--- src/design/cfq_pkg.sv ---
`timescale 1ns / 1ps
// Shared types, sizes and index helpers for the circular FIFO queue.
package cfq_pkg;

  localparam int DEPTH      = 64;
  localparam int AW         = (DEPTH > 1) ? $clog2(DEPTH) : 1;
  localparam int CW         = $clog2(DEPTH + 1);
  localparam int WORD_W     = 32;
  localparam int CMDQ_DEPTH = 2;
  localparam int CMDQ_AW    = $clog2(CMDQ_DEPTH);
  localparam int CMDQ_CW    = $clog2(CMDQ_DEPTH + 1);

  typedef logic [AW-1:0] idx_t;
  typedef logic [CW-1:0] cnt_t;

  typedef enum logic [1:0] {
    OP_ENQ  = 2'd0,
    OP_DEQ  = 2'd1,
    OP_PEEK = 2'd2,
    OP_DISP = 2'd3
  } op_t;

  typedef enum logic [1:0] {
    ST_OK    = 2'd0,
    ST_OVF   = 2'd1,
    ST_EMPTY = 2'd2
  } status_t;

  typedef enum logic [1:0] {
    S_IDLE,
    S_READ,
    S_DISP
  } back_state_t;

  // decoded transaction handed from front to back
  typedef struct packed {
    op_t                      op;
    logic signed [WORD_W-1:0] value;
  } cmd_t;

  // store port requests from the back end
  typedef struct packed {
    logic              we;
    idx_t              waddr;
    logic [WORD_W-1:0] wdata;
    idx_t              raddr;
  } ram_req_t;

  function automatic idx_t idx_inc(input idx_t i);
    return (i == AW'(DEPTH - 1)) ? '0 : i + AW'(1);
  endfunction

  function automatic idx_t idx_dec(input idx_t i);
    return (i == '0) ? AW'(DEPTH - 1) : i - AW'(1);
  endfunction

endpackage

--- src/design/cfq_ram.sv ---
`timescale 1ns / 1ps
// Generic single-write, single-read RAM with registered read data.
module cfq_ram #(
  parameter int WIDTH = 32,
  parameter int DEPTH = 64
) (
  input  logic                             clk,
  input  logic                             we,
  input  logic [((DEPTH > 1) ? $clog2(DEPTH) : 1)-1:0] waddr,
  input  logic [WIDTH-1:0]                 wdata,
  input  logic [((DEPTH > 1) ? $clog2(DEPTH) : 1)-1:0] raddr,
  output logic [WIDTH-1:0]                 rdata
);

  logic [WIDTH-1:0] mem [DEPTH];

  always_ff @(posedge clk) begin
    if (we) begin
      mem[waddr] <= wdata;
    end
    rdata <= mem[raddr];
  end

endmodule

--- src/design/cfq_front.sv ---
`timescale 1ns / 1ps
// Front end: takes transactions, decodes the operation and queues commands.
module cfq_front (
  input  logic                              clk,
  input  logic                              rst_n,
  input  logic                              start,
  output logic                              busy,
  input  logic [1:0]                        in_func,
  input  logic signed [cfq_pkg::WORD_W-1:0] in_push_value,
  output logic                              cmd_valid,
  output cfq_pkg::cmd_t                     cmd,
  input  logic                              cmd_pop
);
  import cfq_pkg::*;

  cmd_t                 q_r [CMDQ_DEPTH];
  logic [CMDQ_AW-1:0]   wptr_r, wptr_nxt;
  logic [CMDQ_AW-1:0]   rptr_r, rptr_nxt;
  logic [CMDQ_CW-1:0]   cnt_r, cnt_nxt;
  logic                 push, pop;
  cmd_t                 new_cmd;

  assign busy      = (cnt_r == CMDQ_CW'(CMDQ_DEPTH));
  assign cmd_valid = (cnt_r != '0);
  assign cmd       = q_r[rptr_r];
  assign push      = start && !busy;
  assign pop       = cmd_pop && cmd_valid;

  always_comb begin
    new_cmd.op    = op_t'(in_func);
    new_cmd.value = in_push_value;
  end

  always_comb begin
    wptr_nxt = wptr_r;
    rptr_nxt = rptr_r;
    if (push) begin
      wptr_nxt = (wptr_r == CMDQ_AW'(CMDQ_DEPTH - 1)) ? '0 : wptr_r + CMDQ_AW'(1);
    end
    if (pop) begin
      rptr_nxt = (rptr_r == CMDQ_AW'(CMDQ_DEPTH - 1)) ? '0 : rptr_r + CMDQ_AW'(1);
    end
    cnt_nxt = cnt_r + CMDQ_CW'(push) - CMDQ_CW'(pop);
  end

  always_ff @(posedge clk) begin
    if (!rst_n) begin
      wptr_r <= '0;
      rptr_r <= '0;
      cnt_r  <= '0;
    end else begin
      wptr_r <= wptr_nxt;
      rptr_r <= rptr_nxt;
      cnt_r  <= cnt_nxt;
    end
  end

  always_ff @(posedge clk) begin
    if (push) begin
      q_r[wptr_r] <= new_cmd;
    end
  end

endmodule

--- src/design/cfq_back.sv ---
`timescale 1ns / 1ps
// Back end: ring pointers, store access and result sequencing.
module cfq_back (
  input  logic                              clk,
  input  logic                              rst_n,
  input  logic                              cmd_valid,
  input  cfq_pkg::cmd_t                     cmd,
  output logic                              cmd_pop,
  output cfq_pkg::ram_req_t                 ram_req,
  input  logic [cfq_pkg::WORD_W-1:0]        ram_rdata,
  output logic                              out_valid,
  output logic [1:0]                        out_status,
  output logic signed [cfq_pkg::WORD_W-1:0] out_word_out,
  output logic                              out_last
);
  import cfq_pkg::*;

  back_state_t              state_r, state_nxt;
  idx_t                     head_r, head_nxt;
  idx_t                     tail_r, tail_nxt;
  cnt_t                     cnt_r, cnt_nxt;
  cnt_t                     remain_r, remain_nxt;
  idx_t                     ptr_r, ptr_nxt;
  logic                     out_valid_r, out_valid_nxt;
  status_t                  out_status_r, out_status_nxt;
  logic signed [WORD_W-1:0] out_word_r, out_word_nxt;
  logic                     out_last_r, out_last_nxt;
  logic                     empty;

  assign empty = (cnt_r == '0);

  always_comb begin
    state_nxt      = state_r;
    head_nxt       = head_r;
    tail_nxt       = tail_r;
    cnt_nxt        = cnt_r;
    remain_nxt     = remain_r;
    ptr_nxt        = ptr_r;
    out_valid_nxt  = 1'b0;
    out_status_nxt = ST_OK;
    out_word_nxt   = '0;
    out_last_nxt   = 1'b1;
    cmd_pop        = 1'b0;
    ram_req.we     = 1'b0;
    ram_req.waddr  = tail_r;
    ram_req.wdata  = cmd.value;
    ram_req.raddr  = head_r;

    unique case (state_r)
      S_IDLE: begin
        if (cmd_valid) begin
          cmd_pop = 1'b1;
          unique case (cmd.op)
            OP_ENQ: begin
              out_valid_nxt = 1'b1;
              if (cnt_r == CW'(DEPTH)) begin
                out_status_nxt = ST_OVF;
              end else begin
                ram_req.we = 1'b1;
                tail_nxt   = idx_inc(tail_r);
                cnt_nxt    = cnt_r + CW'(1);
              end
            end
            OP_DEQ: begin
              if (empty) begin
                out_valid_nxt  = 1'b1;
                out_status_nxt = ST_EMPTY;
              end else begin
                ram_req.raddr = head_r;
                head_nxt      = idx_inc(head_r);
                cnt_nxt       = cnt_r - CW'(1);
                state_nxt     = S_READ;
              end
            end
            OP_PEEK: begin
              if (empty) begin
                out_valid_nxt  = 1'b1;
                out_status_nxt = ST_EMPTY;
              end else begin
                ram_req.raddr = idx_dec(tail_r);
                state_nxt     = S_READ;
              end
            end
            OP_DISP: begin
              if (empty) begin
                out_valid_nxt  = 1'b1;
                out_status_nxt = ST_EMPTY;
              end else begin
                ram_req.raddr = head_r;
                ptr_nxt       = idx_inc(head_r);
                remain_nxt    = cnt_r;
                state_nxt     = S_DISP;
              end
            end
          endcase
        end
      end
      S_READ: begin
        out_valid_nxt = 1'b1;
        out_word_nxt  = $signed(ram_rdata);
        state_nxt     = S_IDLE;
      end
      S_DISP: begin
        // read for the next word overlaps delivery of this one
        out_valid_nxt = 1'b1;
        out_word_nxt  = $signed(ram_rdata);
        out_last_nxt  = (remain_r == CW'(1));
        remain_nxt    = remain_r - CW'(1);
        ram_req.raddr = ptr_r;
        ptr_nxt       = idx_inc(ptr_r);
        if (remain_r == CW'(1)) begin
          state_nxt = S_IDLE;
        end
      end
    endcase
  end

  always_ff @(posedge clk) begin
    if (!rst_n) begin
      state_r     <= S_IDLE;
      head_r      <= '0;
      tail_r      <= '0;
      cnt_r       <= '0;
      out_valid_r <= 1'b0;
    end else begin
      state_r     <= state_nxt;
      head_r      <= head_nxt;
      tail_r      <= tail_nxt;
      cnt_r       <= cnt_nxt;
      out_valid_r <= out_valid_nxt;
    end
  end

  always_ff @(posedge clk) begin
    remain_r     <= remain_nxt;
    ptr_r        <= ptr_nxt;
    out_status_r <= out_status_nxt;
    out_word_r   <= out_word_nxt;
    out_last_r   <= out_last_nxt;
  end

  assign out_valid    = out_valid_r;
  assign out_status   = out_status_r;
  assign out_word_out = out_word_r;
  assign out_last     = out_last_r;

  a_cnt_range: assert property (@(posedge clk) disable iff (!rst_n)
    cnt_r <= CW'(DEPTH))
    else $error("fill count above depth");

  a_ptr_meet: assert property (@(posedge clk) disable iff (!rst_n)
    (cnt_r == '0 || cnt_r == CW'(DEPTH)) |-> (head_r == tail_r))
    else $error("head and tail disagree with fill count");

  a_disp_burst: assert property (@(posedge clk) disable iff (!rst_n)
    (out_valid_r && !out_last_r) |=> out_valid_r)
    else $error("display burst broken");

  a_err_clean: assert property (@(posedge clk) disable iff (!rst_n)
    (out_valid_r && out_status_r != ST_OK) |-> (out_last_r && out_word_r == '0))
    else $error("error result not final or carries data");

  a_disp_count: assert property (@(posedge clk) disable iff (!rst_n)
    (state_r == S_DISP) |-> (remain_r != '0 && remain_r <= cnt_r))
    else $error("display count out of step");

endmodule

--- src/design/circular_fifo_queue.sv ---
`timescale 1ns / 1ps
// Top level of the circular FIFO queue: front end, command queue, back end, store.
//
//  channel | ports                               | handshake
//  --------+-------------------------------------+-------------------------------
//  input   | in_func, in_push_value              | taken when start && !busy
//  result  | out_status, out_word_out, out_last  | one-cycle strobe on out_valid
//
// Enqueue: accept writes the command queue, then the back end registers the result.
//   Dequeue and peek add the registered read of the store before the result register.
// Display: fill-count results on consecutive cycles, the first by the same path as a dequeue;
//   the store read for word n+1 overlaps delivery of word n.
// The back end takes one command at a time; a two-entry command queue lets the
//   front keep taking transactions meanwhile, busy rises only when it is full.
// Reset (rst_n low, synchronous) empties the ring and the command queue; the store
//   itself is not cleared, since only written slots are ever read.
// Results cannot be stalled by the receiver.
module circular_fifo_queue (
  input  logic                              clk,
  input  logic                              rst_n,
  input  logic                              start,
  output logic                              busy,
  input  logic [1:0]                        in_func,
  input  logic signed [cfq_pkg::WORD_W-1:0] in_push_value,
  output logic                              out_valid,
  output logic [1:0]                        out_status,
  output logic signed [cfq_pkg::WORD_W-1:0] out_word_out,
  output logic                              out_last
);
  import cfq_pkg::*;

  // front -> back command path
  logic              cmd_valid;
  cmd_t              cmd;
  logic              cmd_pop;

  // store port
  ram_req_t          ram_req;
  logic [WORD_W-1:0] ram_rdata;

  cfq_front u_front (
    .clk           (clk),
    .rst_n         (rst_n),
    .start         (start),
    .busy          (busy),
    .in_func       (in_func),
    .in_push_value (in_push_value),
    .cmd_valid     (cmd_valid),
    .cmd           (cmd),
    .cmd_pop       (cmd_pop)
  );

  cfq_back u_back (
    .clk          (clk),
    .rst_n        (rst_n),
    .cmd_valid    (cmd_valid),
    .cmd          (cmd),
    .cmd_pop      (cmd_pop),
    .ram_req      (ram_req),
    .ram_rdata    (ram_rdata),
    .out_valid    (out_valid),
    .out_status   (out_status),
    .out_word_out (out_word_out),
    .out_last     (out_last)
  );

  // ring storage, one write and one registered read per cycle
  cfq_ram #(
    .WIDTH (WORD_W),
    .DEPTH (DEPTH)
  ) u_store (
    .clk   (clk),
    .we    (ram_req.we),
    .waddr (ram_req.waddr),
    .wdata (ram_req.wdata),
    .raddr (ram_req.raddr),
    .rdata (ram_rdata)
  );

endmodule
--- config.mk ---
export PLATFORM = sky130hd
export DESIGN_NAME = circular_fifo_queue
export DESIGN_NICKNAME = d
export VERILOG_FILES = /design/src/design/cfq_pkg.sv /design/src/design/cfq_ram.sv /design/src/design/cfq_front.sv /design/src/design/cfq_back.sv /design/src/design/circular_fifo_queue.sv
export SDC_FILE = /design/constraint.sdc
export NUM_CORES = 2
export LEC_CHECK = 0
export ABC_AREA = 1
export BUFFER_PORTS_ARGS = -buffer_cell sky130_fd_sc_hd__clkbuf_2
export CAP_MARGIN = 10
export CORE_UTILIZATION = 44
export DETAILED_ROUTE_END_ITERATION = 8
export PLACE_DENSITY = 0.65
export SETUP_SLACK_MARGIN = 0.05
export SLEW_MARGIN = 10
export SYNTH_ARGS = -nofsm -noshare
export SYNTH_HDL_FRONTEND = slang
export SYNTH_HIERARCHICAL = 1
export SYNTH_SLANG_ARGS = --single-unit
--- constraint.sdc ---
create_clock -name clk -period 5.9 [get_ports clk]
set_input_delay 0.885 -clock clk [delete_from_list [all_inputs] [get_ports clk]]
set_output_delay 0.885 -clock clk [all_outputs]
set_load 0.01 [all_outputs]
==> metrics.csv <==
metric;value;unit
status;complete, no violations;
synth_top_cell_area_share;71.5;%
synth_nets;7466;
drv_cap;0;
grt_pass1_wl;376000;µm
rsz0062_at_grt;false;
placementRows;165;
drtIter0Drc;8325;
hold_class;input pin to flop;
wl_per_cell;25.3;µm
leakage;0.0354;µW
setup_viol;0;
numClockSinks;2223;
grt-ovfl-total;0;
post-cts-setup-buffers;0;
synth.avg_cell_area;12.1;µm²
cts_root_buffer;clkbuf_16;
fin_crit_sh;78.9;%
track_usage;24.9;%
hold_path.startpoint;in_push_value[21];
gp_congestion;0.849;
drt_wl_total;259000;µm
crit_fanout;88;
worstHoldEndpoint;u_front/q_r[0][21];
vdd_ir_drop_max;0.579;mV
final_util;49.6;%
crit_arrival;5.46;ns
yosysWarningCount;6;
die_w;453;µm
initial_core_util;44.3;%
yosys-top-cells-area;edfxtp_1 (72%), nand3_1 (11%), nand2_1 (10%);
syn-cell-area;89400;µm²
startpoint_type;flop;
setup_tns;0;ns
die_area;205000;µm²
layout_min_cycle_time;4.65;ns
synthDistinctLibCells;44;
post_cts_resized;0;
seq_area_frac_synth;73.6;%
ios;74;
nets;7458;
insertion_delay;0.88;ns
fmax;215;MHz
ys_ff_latch;2223;
core_area;202000;µm²
ff2ff_path_depth;19;
hold_depth;1;
grt_pass1_vias;55950;
ant_nets;0;
tightest_slew;1.20;ns
drive_gt1_share;9.56;%
ctsHtreeMaxLevel;4;
r2r_end;u_store/rdata[9];
finalHoldViolCount;0;
cts_tree;yes;
grt_max_degree;156;
numCtsBuffers;222;
dp_slack;1.43;ns
cts_hold_buf;0;
r2r_slack;1.25;ns
rr_startpoint;u_back/tail_r[0];
antenna_found_initial;14;
cp-end-kind;flop;
fin_worst_skew;0.0375;ns
dr_total_vias;59474;
maxSlewViolCount;0;
avgViaCountPerCell;5.79;
clk_pin_slew;0.06;ns
yosysTopAreaCell;edfxtp_1;
power.density;485;nW/µm²
path_class;flop to flop;
relSlewSlack;19.6;%
postLayoutSetupSlackWorst;1.25;ns
firstDrtPassIters;6;
cts_buffer_depth;3;
synth_cells;7408;
cp.required;6.71;ns
port_buffers;73;
drc_errors;0;
fill_cells;17175;
die_y;453;µm
hpwl;141000;µm
area_growth;12.1;%
==> through the flow <==
step           instance area [µm²]  hold WS, ns  total power (µW)  cells
6_report                    100000        0.211             48600  10274
2_1_floorplan                89400        0.390             28800   7408
5_1_grt                     100000        0.190             50400  10266
3_3_place_gp                 92900        0.408             34400   9848
3_5_place_dp                 92900        0.402             34500   9848
4_1_cts                     100000        0.160             48500  10265
==> critical path, stage by stage (launching register included) <==
cell     delay, ns
dfxtp_1       0.73
inv_1         0.23
ha_1          0.31
nand2_1       0.09
nor2_1        0.07
nand2_1       0.08
nand2_1       0.05
nand2_1       0.13
nand3_4       0.34
inv_16        0.41
buf_12        0.41
buf_4         0.29
nand2_1       0.07
nand3_1       0.06
nand3_1       0.11
nand3_1       0.11
nand3_1       0.36
nand2_1       0.28
nand2_1       0.28
nand2_1       0.14
==> cells in the final DEF, fill, tap and decap left out, types with 4 or more instances in the layout <==
cell type   netlist  routed
clkbuf_2          0      73
inv_1            91      89
xor2_1            6       6
nand4_1          15      15
clkinv_1          1      37
clkinv_2          0      37
dfxtp_1          94      93
nor2_1           99      42
buf_12            3      33
buf_4            77     156
diode_2           0       9
mux2_2            4       4
edfxtp_1       2129    2129
inv_6             0       6
nand3_1        1940    1937
nor4_2            0       8
o211ai_1          4       4
xnor2_1           6       6
nor2_4            4      61
bufinv_16         0      20
clkinvlp_4        0       5
clkinv_4          1       4
nand3_2           4       5
clkbuf_16         0     223
inv_2             7       6
a21oi_1          22      22
mux2_4           30      30
clkbuf_1         83      57
o21ai_0          19      19
clkbuf_8          0      21
ha_1             20      19
nand2_2           5       5
nand3_4           2       4
nand2_1        2382    2382
inv_16            0       5
==> Yosys cell counts <==
master    count
inv_1        91
nand3_1    1940
nor4_1        9
nand2_1    2382
nor2_1       99
clkinv_1      1
dfxtp_1      94
buf_1        40
clkbuf_1     83
fa_1          1
edfxtp_1   2129
mux2_4       30
a31oi_1       2
buf_6         4
nand2_2       5
o22ai_1       1
nand4_1      15
nor3_1        2
o211ai_1      4
buf_8         2
nor2_4        4
mux2_2        4
clkinv_4      1
o21ai_0      19
inv_2         7
buf_4        77
a21oi_4       1
nand3_2       4
inv_4         2
ha_1         20
nand2_4       1
nand3_4       2
a21oi_2       2
nor2_8        1
a22oi_1       1
buf_2       285
buf_12        3
nor2_2        1
a21oi_1      22
or2_2         3
xor2_1        6
a21boi_0      1
and3_1        1
xnor2_1       6
==> registers in the layout (all words and copies together), names as in the netlist, 2 cells and up, named ones only <==
register and flops:
u_back/cnt_r 7, u_back/ptr_r 6, u_back/remain_r 7, u_store/mem 2048
u_back/out_word_out 32, u_front/cnt_r 2, u_back/tail_r 6, u_back/state_r 2
u_back/head_r 6, u_back/out_status 2, u_front/q_r 68, u_store/rdata 32
==> routing by layer <==
metal	track usage (%)	routed length (µm)
met5	0	0
met3	4.87	29000
met4	10.7	11000
met2	37.5	116000
met1	35.3	104000
==> kinds of logic (layout without fill, tap and decap cells) <==
| logic type | count (synthesis) | in the layout | synth area share (%) |
|---|---|---|---|
| XOR/XNOR | 12 | 12 | 0.118 |
| multiplexers | 34 | 34 | 0.554 |
| other | 0 | 9 | 0 |
| AND/OR/NAND/NOR | 4469 | 4469 | 21.7 |
| flip-flops | 2223 | 2223 | 73.6 |
| adder cells (fa/ha/maj) | 21 | 21 | 0.302 |
| buffers and inverters | 596 | 781 | 3.35 |
| AO/OA/AOI/OAI | 53 | 53 | 0.339 |
==> power by group <==
group          switching (µW)  internal (µW)
logic                   11300           3600
registers                 363          19200
clock network            6010           8110
==> worst max path at each step <==
stage / startpoint / end / slack [ns]
floorplan: flop / u_store/mem[48][0] / 0.24
global placement: u_back/tail_r[0] / u_store/rdata[9] / 1.45
detailed placement: u_back/tail_r[0] / u_store/rdata[9] / 1.43
CTS: u_back/tail_r[0] / u_store/rdata[9] / 1.42
global route: u_back/tail_r[0] / u_store/rdata[20] / 1.11
finish: u_back/tail_r[0] / u_store/rdata[9] / 1.25
==> cell type report <==
cell class	count	area, µm²	area share [%]
clock inverter	116	1250	1.24
multi-input combinational	4589	21100	21.0
clock buffer	301	6080	6.07
tap	2672	3340	3.34
timing repair buffer	262	2200	2.19
sequential	2223	65800	65.7
antenna	9	22.5	0.0225
inverter	102	427	0.426
Power figures use the tool's default switching activity.
